`config.mk`:
```
export PLATFORM = sky130hd
export DESIGN_NAME = frame_slot_publish_table
export DESIGN_NICKNAME = d
export VERILOG_FILES = /design/src/hw/rtl/fspt_pkg.sv /design/src/hw/rtl/fspt_slots.sv /design/src/hw/rtl/frame_slot_publish_table.sv
export VERILOG_INCLUDE_DIRS = /design/src /design/src/hw/rtl
export SDC_FILE = /design/constraint.sdc
export NUM_CORES = 1
export LEC_CHECK = 0
export BUFFER_PORTS_ARGS = -buffer_cell sky130_fd_sc_hd__buf_4
export CORE_MARGIN = 3
export CORE_UTILIZATION = 60
export DETAILED_ROUTE_END_ITERATION = 10
export GPL_TIMING_DRIVEN = 1
export PLACE_DENSITY = 0.82
export SYNTH_ARGS = -nofsm -noshare
export SYNTH_HDL_FRONTEND = slang
export SYNTH_SLANG_ARGS = --single-unit
```
`constraint.sdc`:
```
create_clock -name clk -period 10.5 [get_ports clk]
set_input_delay 2.1 -clock clk [delete_from_list [all_inputs] [get_ports clk]]
set_output_delay 2.1 -clock clk [all_outputs]
set_load 0.01 [all_outputs]
```
`src/hw/rtl/frame_slot_publish_table_macros.svh`:
```
// assertion helpers shared by the frame slot publish table
`ifndef FRAME_SLOT_PUBLISH_TABLE_MACROS_SVH
`define FRAME_SLOT_PUBLISH_TABLE_MACROS_SVH

// same-cycle implication, disabled while in reset
`define FSPT_ASSERT_NOW(label, ante, cons, msg) \
  label: assert property (@(posedge clk) disable iff (!rst_n) (ante) |-> (cons)) \
    else $error(msg);

// next-cycle implication, disabled while in reset
`define FSPT_ASSERT_NEXT(label, ante, cons, msg) \
  label: assert property (@(posedge clk) disable iff (!rst_n) (ante) |=> (cons)) \
    else $error(msg);

`endif

```
`src/hw/rtl/fspt_pkg.sv`:
```
package fspt_pkg;

  // sizes
  localparam int SLOT_COUNT_DEF = 3;
  localparam int DIV_REG_COUNT  = 3;
  localparam int MASK_W         = 3;
  localparam int CFG_IDX_W      = 2;
  localparam int CFG_DATA_W     = 8;

  // limits and frame sizes
  localparam logic [7:0] REF_MAX   = 8'd255;
  localparam logic [8:0] MAIN_W    = 9'd320;
  localparam logic [7:0] MAIN_H    = 8'd240;
  localparam logic [8:0] SMALL_W   = 9'd64;
  localparam logic [7:0] SMALL_H   = 8'd64;
  localparam logic [7:0] DIV_RESET = 8'd1;

  // command codes
  typedef enum logic [2:0] {
    CMD_TICK       = 3'd0,
    CMD_ENABLE     = 3'd1,
    CMD_DISABLE    = 3'd2,
    CMD_COMMIT     = 3'd3,
    CMD_BEGIN_READ = 3'd4,
    CMD_END_READ   = 3'd5,
    CMD_CLEAR      = 3'd6,
    CMD_NOP        = 3'd7
  } cmd_t;

  // result status codes
  typedef enum logic [2:0] {
    ST_OK        = 3'd0,
    ST_BAD_SLOT  = 3'd1,
    ST_NOT_READY = 3'd2,
    ST_TORN      = 3'd3,
    ST_SATURATED = 3'd4
  } status_t;

  // input word
  typedef struct packed {
    logic [2:0]  command;
    logic [1:0]  slot;
    logic [31:0] ticket;
  } in_word_t;

  // result word
  typedef struct packed {
    logic [2:0]  status;
    logic [2:0]  fire_mask;
    logic [7:0]  reference_count;
    logic [31:0] sequence_res;
    logic [8:0]  frame_width;
    logic [7:0]  frame_height;
    logic [31:0] frame_count;
    logic [31:0] frames_fired;
    logic [31:0] overrun_count;
    logic [2:0]  torn_mask;
  } out_word_t;

  // configuration write
  typedef struct packed {
    logic                  we;
    logic [CFG_IDX_W-1:0]  index;
    logic [CFG_DATA_W-1:0] data;
  } cfg_wr_t;

  // operation request; inc, dec and commit already gated by slot validity
  typedef struct packed {
    logic       tick;
    logic       inc;
    logic       dec;
    logic       commit;
    logic [1:0] slot;
  } slot_req_t;

  // per-slot response; ref and sequence values after the operation
  typedef struct packed {
    logic [MASK_W-1:0] fire;
    logic              any_fire;
    logic [7:0]        ref_sel;
    logic [31:0]       seq_sel;
    logic              ref_was_max;
  } slot_rsp_t;

endpackage

```
`src/hw/rtl/fspt_slots.sv`:
```
module fspt_slots
  import fspt_pkg::*;
#(
  parameter int SLOT_COUNT = SLOT_COUNT_DEF
) (
  input  logic      clk,
  input  logic      rst_n,
  input  cfg_wr_t   cfg,
  input  slot_req_t req,
  output slot_rsp_t rsp
);

  logic [7:0]  div_r     [SLOT_COUNT];
  logic [7:0]  cnt_r     [SLOT_COUNT];
  logic [7:0]  ref_r     [SLOT_COUNT];
  logic [31:0] seq_r     [SLOT_COUNT];
  logic [7:0]  cnt_nxt   [SLOT_COUNT];
  logic [7:0]  ref_nxt   [SLOT_COUNT];
  logic [31:0] seq_nxt   [SLOT_COUNT];
  logic [SLOT_COUNT-1:0] fire_vec;

  for (genvar i = 0; i < SLOT_COUNT; i++) begin : g_slot
    logic       hit;
    logic       cfg_hit;
    logic [7:0] cnt_inc;
    logic [7:0] div_wr;

    assign hit     = (32'(req.slot) == i);
    assign cfg_hit = cfg.we && (i < DIV_REG_COUNT) && (32'(cfg.index) == i);
    assign cnt_inc = cnt_r[i] + 8'd1;
    // a zero divider is stored as one
    assign div_wr  = (cfg.data == '0) ? DIV_RESET : cfg.data;

    // divider counter advances only for enabled slots
    always_comb begin
      fire_vec[i] = 1'b0;
      cnt_nxt[i]  = cnt_r[i];
      if (req.tick && ref_r[i] != '0) begin
        if (cnt_inc >= div_r[i]) begin
          fire_vec[i] = 1'b1;
          cnt_nxt[i]  = '0;
        end else begin
          cnt_nxt[i] = cnt_inc;
        end
      end
    end

    // saturating refcount
    always_comb begin
      ref_nxt[i] = ref_r[i];
      if (req.inc && hit && ref_r[i] != REF_MAX) begin
        ref_nxt[i] = ref_r[i] + 8'd1;
      end else if (req.dec && hit && ref_r[i] != '0) begin
        ref_nxt[i] = ref_r[i] - 8'd1;
      end
    end

    // publish sequence, wrapping
    assign seq_nxt[i] = (req.commit && hit) ? seq_r[i] + 32'd1 : seq_r[i];

    // slot state registers; the user must make configuration writes while idle (unchecked)
    always_ff @(posedge clk) begin
      if (!rst_n) begin
        div_r[i] <= DIV_RESET;
        cnt_r[i] <= '0;
        ref_r[i] <= '0;
        seq_r[i] <= '0;
      end else begin
        ref_r[i] <= ref_nxt[i];
        seq_r[i] <= seq_nxt[i];
        if (cfg_hit) begin
          div_r[i] <= div_wr;
          cnt_r[i] <= '0;
        end else begin
          cnt_r[i] <= cnt_nxt[i];
        end
      end
    end
  end

  // fire mask covers only the low slots
  for (genvar m = 0; m < MASK_W; m++) begin : g_mask
    if (m < SLOT_COUNT) begin : g_on
      assign rsp.fire[m] = fire_vec[m];
    end else begin : g_off
      assign rsp.fire[m] = 1'b0;
    end
  end

  assign rsp.any_fire = |fire_vec;

  // selected slot view; ref and sequence values after the operation
  always_comb begin
    rsp.ref_sel     = '0;
    rsp.seq_sel     = '0;
    rsp.ref_was_max = 1'b0;
    for (int i = 0; i < SLOT_COUNT; i++) begin
      if (32'(req.slot) == i) begin
        rsp.ref_sel     = ref_nxt[i];
        rsp.seq_sel     = seq_nxt[i];
        rsp.ref_was_max = (ref_r[i] == REF_MAX);
      end
    end
  end

endmodule

```
`src/hw/rtl/frame_slot_publish_table.sv`:
```
// Frame slot publish table.
// Commands enter on in_word when start is high and busy is low; busy stays
// low, so a command may be issued in every cycle. Each command yields one
// result word on out_word, marked by out_valid for exactly one cycle.
// A command taken from in_word is held in the command register, worked on
// against the slot state, and its result is held in the result register.
// Throughput is one command per cycle, set by the single pass from the
// command register to the result register.
// The receiver cannot stall; results are never held or dropped.
// Divider registers are written via cfg_we / cfg_index / cfg_data; the user
// must do so only with no command in flight (not enforced). A write clears
// that slot's divider counter; indexes beyond the divider list are ignored.
// Synchronous reset (rst_n low) clears refcounts, counters, sequences and
// statistics, sets every divider to one and drops any pending result.
`include "frame_slot_publish_table_macros.svh"

module frame_slot_publish_table
  import fspt_pkg::*;
#(
  parameter int SLOT_COUNT = SLOT_COUNT_DEF
) (
  input  logic                  clk,
  input  logic                  rst_n,
  input  logic                  start,
  output logic                  busy,
  input  in_word_t              in_word,
  output logic                  out_valid,
  output out_word_t             out_word,
  input  logic                  cfg_we,
  input  logic [CFG_IDX_W-1:0]  cfg_index,
  input  logic [CFG_DATA_W-1:0] cfg_data
);

  logic        in_valid_r;
  in_word_t    in_word_r;
  logic        out_valid_r;
  out_word_t   out_word_r;
  out_word_t   out_word_nxt;
  logic [31:0] tick_total_r, tick_total_nxt;
  logic [31:0] fired_total_r, fired_total_nxt;
  logic [31:0] overruns_r, overruns_nxt;
  logic [MASK_W-1:0] torn_seen_r, torn_seen_nxt;

  cmd_t      cmd;
  logic      slot_ok;
  cfg_wr_t   cfg;
  slot_req_t req;
  slot_rsp_t rsp;

  assign busy = 1'b0;

  // command register
  always_ff @(posedge clk) begin
    if (!rst_n) begin
      in_valid_r <= 1'b0;
    end else begin
      in_valid_r <= start && !busy;
    end
  end

  always_ff @(posedge clk) begin
    if (!rst_n) begin
      in_word_r <= '0;
    end else if (start && !busy) begin
      in_word_r <= in_word;
    end
  end

  // decode
  assign cmd     = cmd_t'(in_word_r.command);
  assign slot_ok = (32'(in_word_r.slot) < SLOT_COUNT);

  assign cfg.we    = cfg_we;
  assign cfg.index = cfg_index;
  assign cfg.data  = cfg_data;

  assign req.tick   = in_valid_r && (cmd == CMD_TICK);
  assign req.inc    = in_valid_r && slot_ok && (cmd == CMD_ENABLE);
  assign req.dec    = in_valid_r && slot_ok && (cmd == CMD_DISABLE);
  assign req.commit = in_valid_r && slot_ok && (cmd == CMD_COMMIT);
  assign req.slot   = in_word_r.slot;

  fspt_slots #(
    .SLOT_COUNT(SLOT_COUNT)
  ) u_slots (
    .clk  (clk),
    .rst_n(rst_n),
    .cfg  (cfg),
    .req  (req),
    .rsp  (rsp)
  );

  // result word and statistics
  always_comb begin
    status_t           st;
    logic              show;
    logic [MASK_W-1:0] fire;
    logic [8:0]        fw;
    logic [7:0]        fh;

    st              = ST_OK;
    show            = 1'b0;
    fire            = '0;
    fw              = '0;
    fh              = '0;
    tick_total_nxt  = tick_total_r;
    fired_total_nxt = fired_total_r;
    overruns_nxt    = overruns_r;
    torn_seen_nxt   = torn_seen_r;

    unique case (cmd)
      CMD_TICK: begin
        tick_total_nxt = tick_total_r + 32'd1;
        fire           = rsp.fire;
        if (rsp.any_fire) begin
          fired_total_nxt = fired_total_r + 32'd1;
        end
      end
      CMD_CLEAR: begin
        tick_total_nxt  = '0;
        fired_total_nxt = '0;
        overruns_nxt    = '0;
        torn_seen_nxt   = '0;
      end
      CMD_NOP: begin
      end
      CMD_ENABLE, CMD_DISABLE, CMD_COMMIT, CMD_BEGIN_READ, CMD_END_READ: begin
        if (!slot_ok) begin
          st = ST_BAD_SLOT;
        end else begin
          show = 1'b1;
          unique case (cmd)
            CMD_ENABLE: begin
              if (rsp.ref_was_max) begin
                st = ST_SATURATED;
              end
            end
            CMD_BEGIN_READ: begin
              if (rsp.ref_sel == '0 || rsp.seq_sel == '0) begin
                st = ST_NOT_READY;
              end else if (in_word_r.slot == '0) begin
                fw = MAIN_W;
                fh = MAIN_H;
              end else begin
                fw = SMALL_W;
                fh = SMALL_H;
              end
            end
            CMD_END_READ: begin
              if (rsp.seq_sel != in_word_r.ticket) begin
                st           = ST_TORN;
                overruns_nxt = overruns_r + 32'd1;
                for (int m = 0; m < MASK_W; m++) begin
                  if (32'(in_word_r.slot) == m) begin
                    torn_seen_nxt[m] = 1'b1;
                  end
                end
              end
            end
            default: begin
            end
          endcase
        end
      end
    endcase

    out_word_nxt.status          = st;
    out_word_nxt.fire_mask       = fire;
    out_word_nxt.reference_count = show ? rsp.ref_sel : '0;
    out_word_nxt.sequence_res    = show ? rsp.seq_sel : '0;
    out_word_nxt.frame_width     = fw;
    out_word_nxt.frame_height    = fh;
    out_word_nxt.frame_count     = tick_total_nxt;
    out_word_nxt.frames_fired    = fired_total_nxt;
    out_word_nxt.overrun_count   = overruns_nxt;
    out_word_nxt.torn_mask       = torn_seen_nxt;
  end

  // statistics registers
  always_ff @(posedge clk) begin
    if (!rst_n) begin
      tick_total_r  <= '0;
      fired_total_r <= '0;
      overruns_r    <= '0;
      torn_seen_r   <= '0;
    end else if (in_valid_r) begin
      tick_total_r  <= tick_total_nxt;
      fired_total_r <= fired_total_nxt;
      overruns_r    <= overruns_nxt;
      torn_seen_r   <= torn_seen_nxt;
    end
  end

  // result register
  always_ff @(posedge clk) begin
    if (!rst_n) begin
      out_valid_r <= 1'b0;
    end else begin
      out_valid_r <= in_valid_r;
    end
  end

  always_ff @(posedge clk) begin
    if (in_valid_r) begin
      out_word_r <= out_word_nxt;
    end
  end

  assign out_valid = out_valid_r;
  assign out_word  = out_word_r;

  // checks
  `FSPT_ASSERT_NEXT(a_word_to_result, in_valid_r, out_valid_r, "accepted word lost its result")
  `FSPT_ASSERT_NEXT(a_no_extra_result, !in_valid_r, !out_valid_r, "result without a word")
  `FSPT_ASSERT_NEXT(a_ticks_hold_idle, !in_valid_r, $stable(tick_total_r), "tick total moved idle")
  `FSPT_ASSERT_NEXT(a_torn_sticky, in_valid_r && cmd != CMD_CLEAR, (torn_seen_r & $past(torn_seen_r)) == $past(torn_seen_r), "torn mask lost a bit")

endmodule
```
==> impl_metrics.py <==
metrics = {
    "power": {
        "intPower_mw": 3.03,
        "leakagePower_nw": 10.3,
        "power.density_mw_per_mm2": 150,
        "swShare": 0.238,
        "p_comb_frac": 0.077,
        "vdd_drop_max_mv": 0.125,
        "power_frac_seq": 0.486,
        "p_sw_mw": 0.943,
        "clkPwrFrac": 0.437,
    },
    "clock_tree": {
        "ctsResizeCount": 0,
        "cts_buffers": 47,
        "holdBufCountCts": 0,
        "cts.sink_count": 453,
        "path_clk_slew_ps": 60,
        "clock_path_buffers": 3,
        "cts_root_buffer": "clkbuf_16",
        "htreeDepth": 2,
        "cts_tree": "done",
        "clock_latency_ps": 590,
        "cts_setup_buffers": 0,
    },
    "final_layout": {
        "layout-drive-gt1-share": 0.131,
        "diodes": 0,
        "final_area_mm2": 0.0266,
        "area_growth_pct": 14.4,
        "nets": 2707,
        "final_util": 0.700,
    },
    "synth": {
        "postSynthCellCount": 2480,
        "ys_warn_count": 0,
        "synth_area_leaders": "edfxtp_1, dfxtp_1, mux2i_1",
        "yosys_most_used_dff": "dfxtp_1",
        "synth-seq-cells": 453,
        "yosys.area.top_type_share": 0.252,
        "synth_edf_count": 195,
        "syn_avg_cell_area_um2": 9.36,
        "synth_largest_area_cell": "edfxtp_1",
        "ys_async_sr_fraction": 0,
        "synth.distinct_cells": 90,
        "synth_area_mm2": 0.0232,
        "ys_seq_area_frac": 0.475,
    },
    "global_routing": {
        "grt_pass1_vias": 18700,
        "grt_overflow_total": 0,
        "track_usage": 0.302,
        "grt_pass1_wl_um": 99900,
        "grt_start_max_net_pins": 189,
        "grt_antenna_before_repair": 0,
    },
    "timing": {
        "grt_setup_unrepaired": "no",
        "maxSlewHeadroom": 0.217,
        "clock-skew-final_ps": 21.2,
        "period_needed_ps": 6030,
        "fin_setup_tns_ps": 0,
        "hold_slack_ps": 462,
        "hold_viol": 0,
        "tightest_slew_ps": 1160,
        "setup_viol": 0,
        "fin_crit_sh": 0.574,
        "max_freq_mhz": 166,
        "slew_violations": 0,
    },
    "route": {
        "ant_nets": 0,
        "first_pass_iters": 6,
        "post-route-drc-count": 0,
        "routed_wl_um": 63700,
        "dr.first_iter.drc_count": 1923,
        "viasPerCell": 6.26,
        "num_vias": 19800,
        "wire_per_inst_um": 20.1,
    },
    "die": {
        "initial_core_util": 0.612,
        "fp.dieH_um": 203,
        "std_cell_rows": 71,
        "die_w_um": 203,
        "dieArea_mm2": 0.0411,
        "io_pins": 215,
        "fp.coreArea_mm2": 0.0379,
    },
    "hold_path": {
        "min_path_type": "flop to flop",
        "min_path_cells": 2,
    },
    "worst_setup_path": {
        "start_kind": "flop",
        "critPathMaxFanout": 188,
        "cp.required_ps": 10950,
        "cp-end-kind": "flop",
        "critPathKind": "flop to flop",
        "rr_worst_depth": 14,
        "critPathArrivalTime_ps": 6480,
    },
    "placed_design": {
        "hpwl_um": 43700,
        "placed_area_mm2": 0.0249,
        "gp_congestion": 1.06,
        "numPortBuffers": 202,
    },
    "run": {
        "maxCapViolCount": 0,
    },
    "status": {
        "status": "finished clean",
    },
}
[critical path: stages, from the launching register on]
cell and delay, ps:
dfxtp_4 870, buf_12 710, nand4b_1 340, or4_1 560
or3_1 360, and3_1 220, o31ai_1 430, xnor2_1 180
o2111ai_1 270, nor4_1 380, and3_1 210, buf_4 310
nor2_1 270, a311oi_1 460, a41o_1 150
[flip-flops by register name (all words and copies together), names as in the netlist]
| signal | flops |
|---|---|
| u_slots.ref_r | 24 |
| u_slots.seq_r | 96 |
| out_word | 147 |
| fired_total_r | 32 |
| out_valid | 1 |
| overruns_r | 32 |
| tick_total_r | 32 |
| cmd | 3 |
| in_valid_r | 1 |
| torn_seen_r | 3 |
| u_slots.div_r | 24 |
| u_slots.cnt_r | 24 |
| in_word_r | 34 |
[per-layer routing]
layer  share of wire  wire [µm]  track usage  up-vias
met1            0.39      25000        0.391     9350
met3           0.086       5490       0.0495      219
met5               0          0            0        -
li1                -          -            -     9248
met4           0.048       3030        0.140        0
met2            0.47      30200        0.499     1009
[per-stage QoR]
step	cells	total power, mW	setup slack [ps]
final	3165	3.97	4470
after global routing	3165	4.09	4130
after CTS	3165	3.99	4680
after detailed placement	3077	2.27	4710
after global placement	3077	2.25	4900
after floorplan	2491	2.14	2680
[power groups by stage]
stage	logic, mW	registers, mW	clock network [mW]
2_1_floorplan	0.172	1.97	0
3_3_place_gp	0.289	1.97	0
3_5_place_dp	0.298	1.97	0
4_1_cts	0.301	1.93	1.76
5_1_grt	0.331	1.94	1.83
6_report	0.304	1.93	1.73
[worst paths after layout]
check,slack (ps),from,to
worst max-delay path,4470,in_valid_r$_SDFF_PN0_,out_word[27]$_DFFE_PP_
worst min-delay path,460,torn_seen_r[1]$_SDFFE_PN0P_,torn_seen_r[1]$_SDFFE_PN0P_
worst max register to register,4470,in_valid_r$_SDFF_PN0_,out_word[27]$_DFFE_PP_
worst min register to register,460,torn_seen_r[1]$_SDFFE_PN0P_,torn_seen_r[1]$_SDFFE_PN0P_
[synthesized netlist by cell type (57+ instances only)]
cell type and number:
a21oi_1 70, and2_1 69, and3_1 75, clkbuf_1 98, dfxtp_1 258, edfxtp_1 195, inv_1 70, mux2i_1 105
nand2_1 236, nand3_1 134, nand4_1 63, nor2_1 276, nor3_1 57, o21ai_0 80, xnor2_1 80, xor2_1 60
[kinds of logic (layout without fill, tap and decap cells)]
| family | after synthesis | count (layout) | synth area share |
|---|---|---|---|
| simple gates | 1128 | 1128 | 0.248 |
| flops | 453 | 453 | 0.475 |
| compound gates | 383 | 383 | 0.113 |
| buf+inv | 218 | 381 | 0.0390 |
| xor+xnor | 140 | 140 | 0.0528 |
| mux | 116 | 116 | 0.0508 |
| fa+ha+maj | 41 | 41 | 0.0221 |
| other cells | 1 | 12 | 0.000162 |
[cell type report]
type / instances / area, µm²
inverters: 72 / 273
flip-flops and latches: 453 / 11000
clock inverters: 23 / 274
repair buffers: 221 / 1670
well taps: 511 / 639
multi-input cells: 1820 / 11300
clock buffers: 65 / 1340
fillers: 2848 / 11400
[cell usage in the layout (no fill, tap or decap), types with 20 or more instances in the layout]
cell type / n
inv_1: 70
and4_1: 26
nor4_1: 49
and2_1: 69
a31oi_1: 21
xor2_1: 60
o21a_1: 29
edfxtp_1: 195
dfxtp_1: 257
nor2_1: 276
or3_1: 21
nand4_1: 63
or4_1: 20
mux2i_1: 105
a21oi_1: 70
nand3_1: 133
ha_1: 41
nand2_1: 235
buf_4: 220
nor2b_1: 35
xnor2_1: 80
clkbuf_16: 48
nor3_1: 57
o21ai_0: 80
and3_1: 75
No activity file was read; power rests on OpenSTA's default activity.
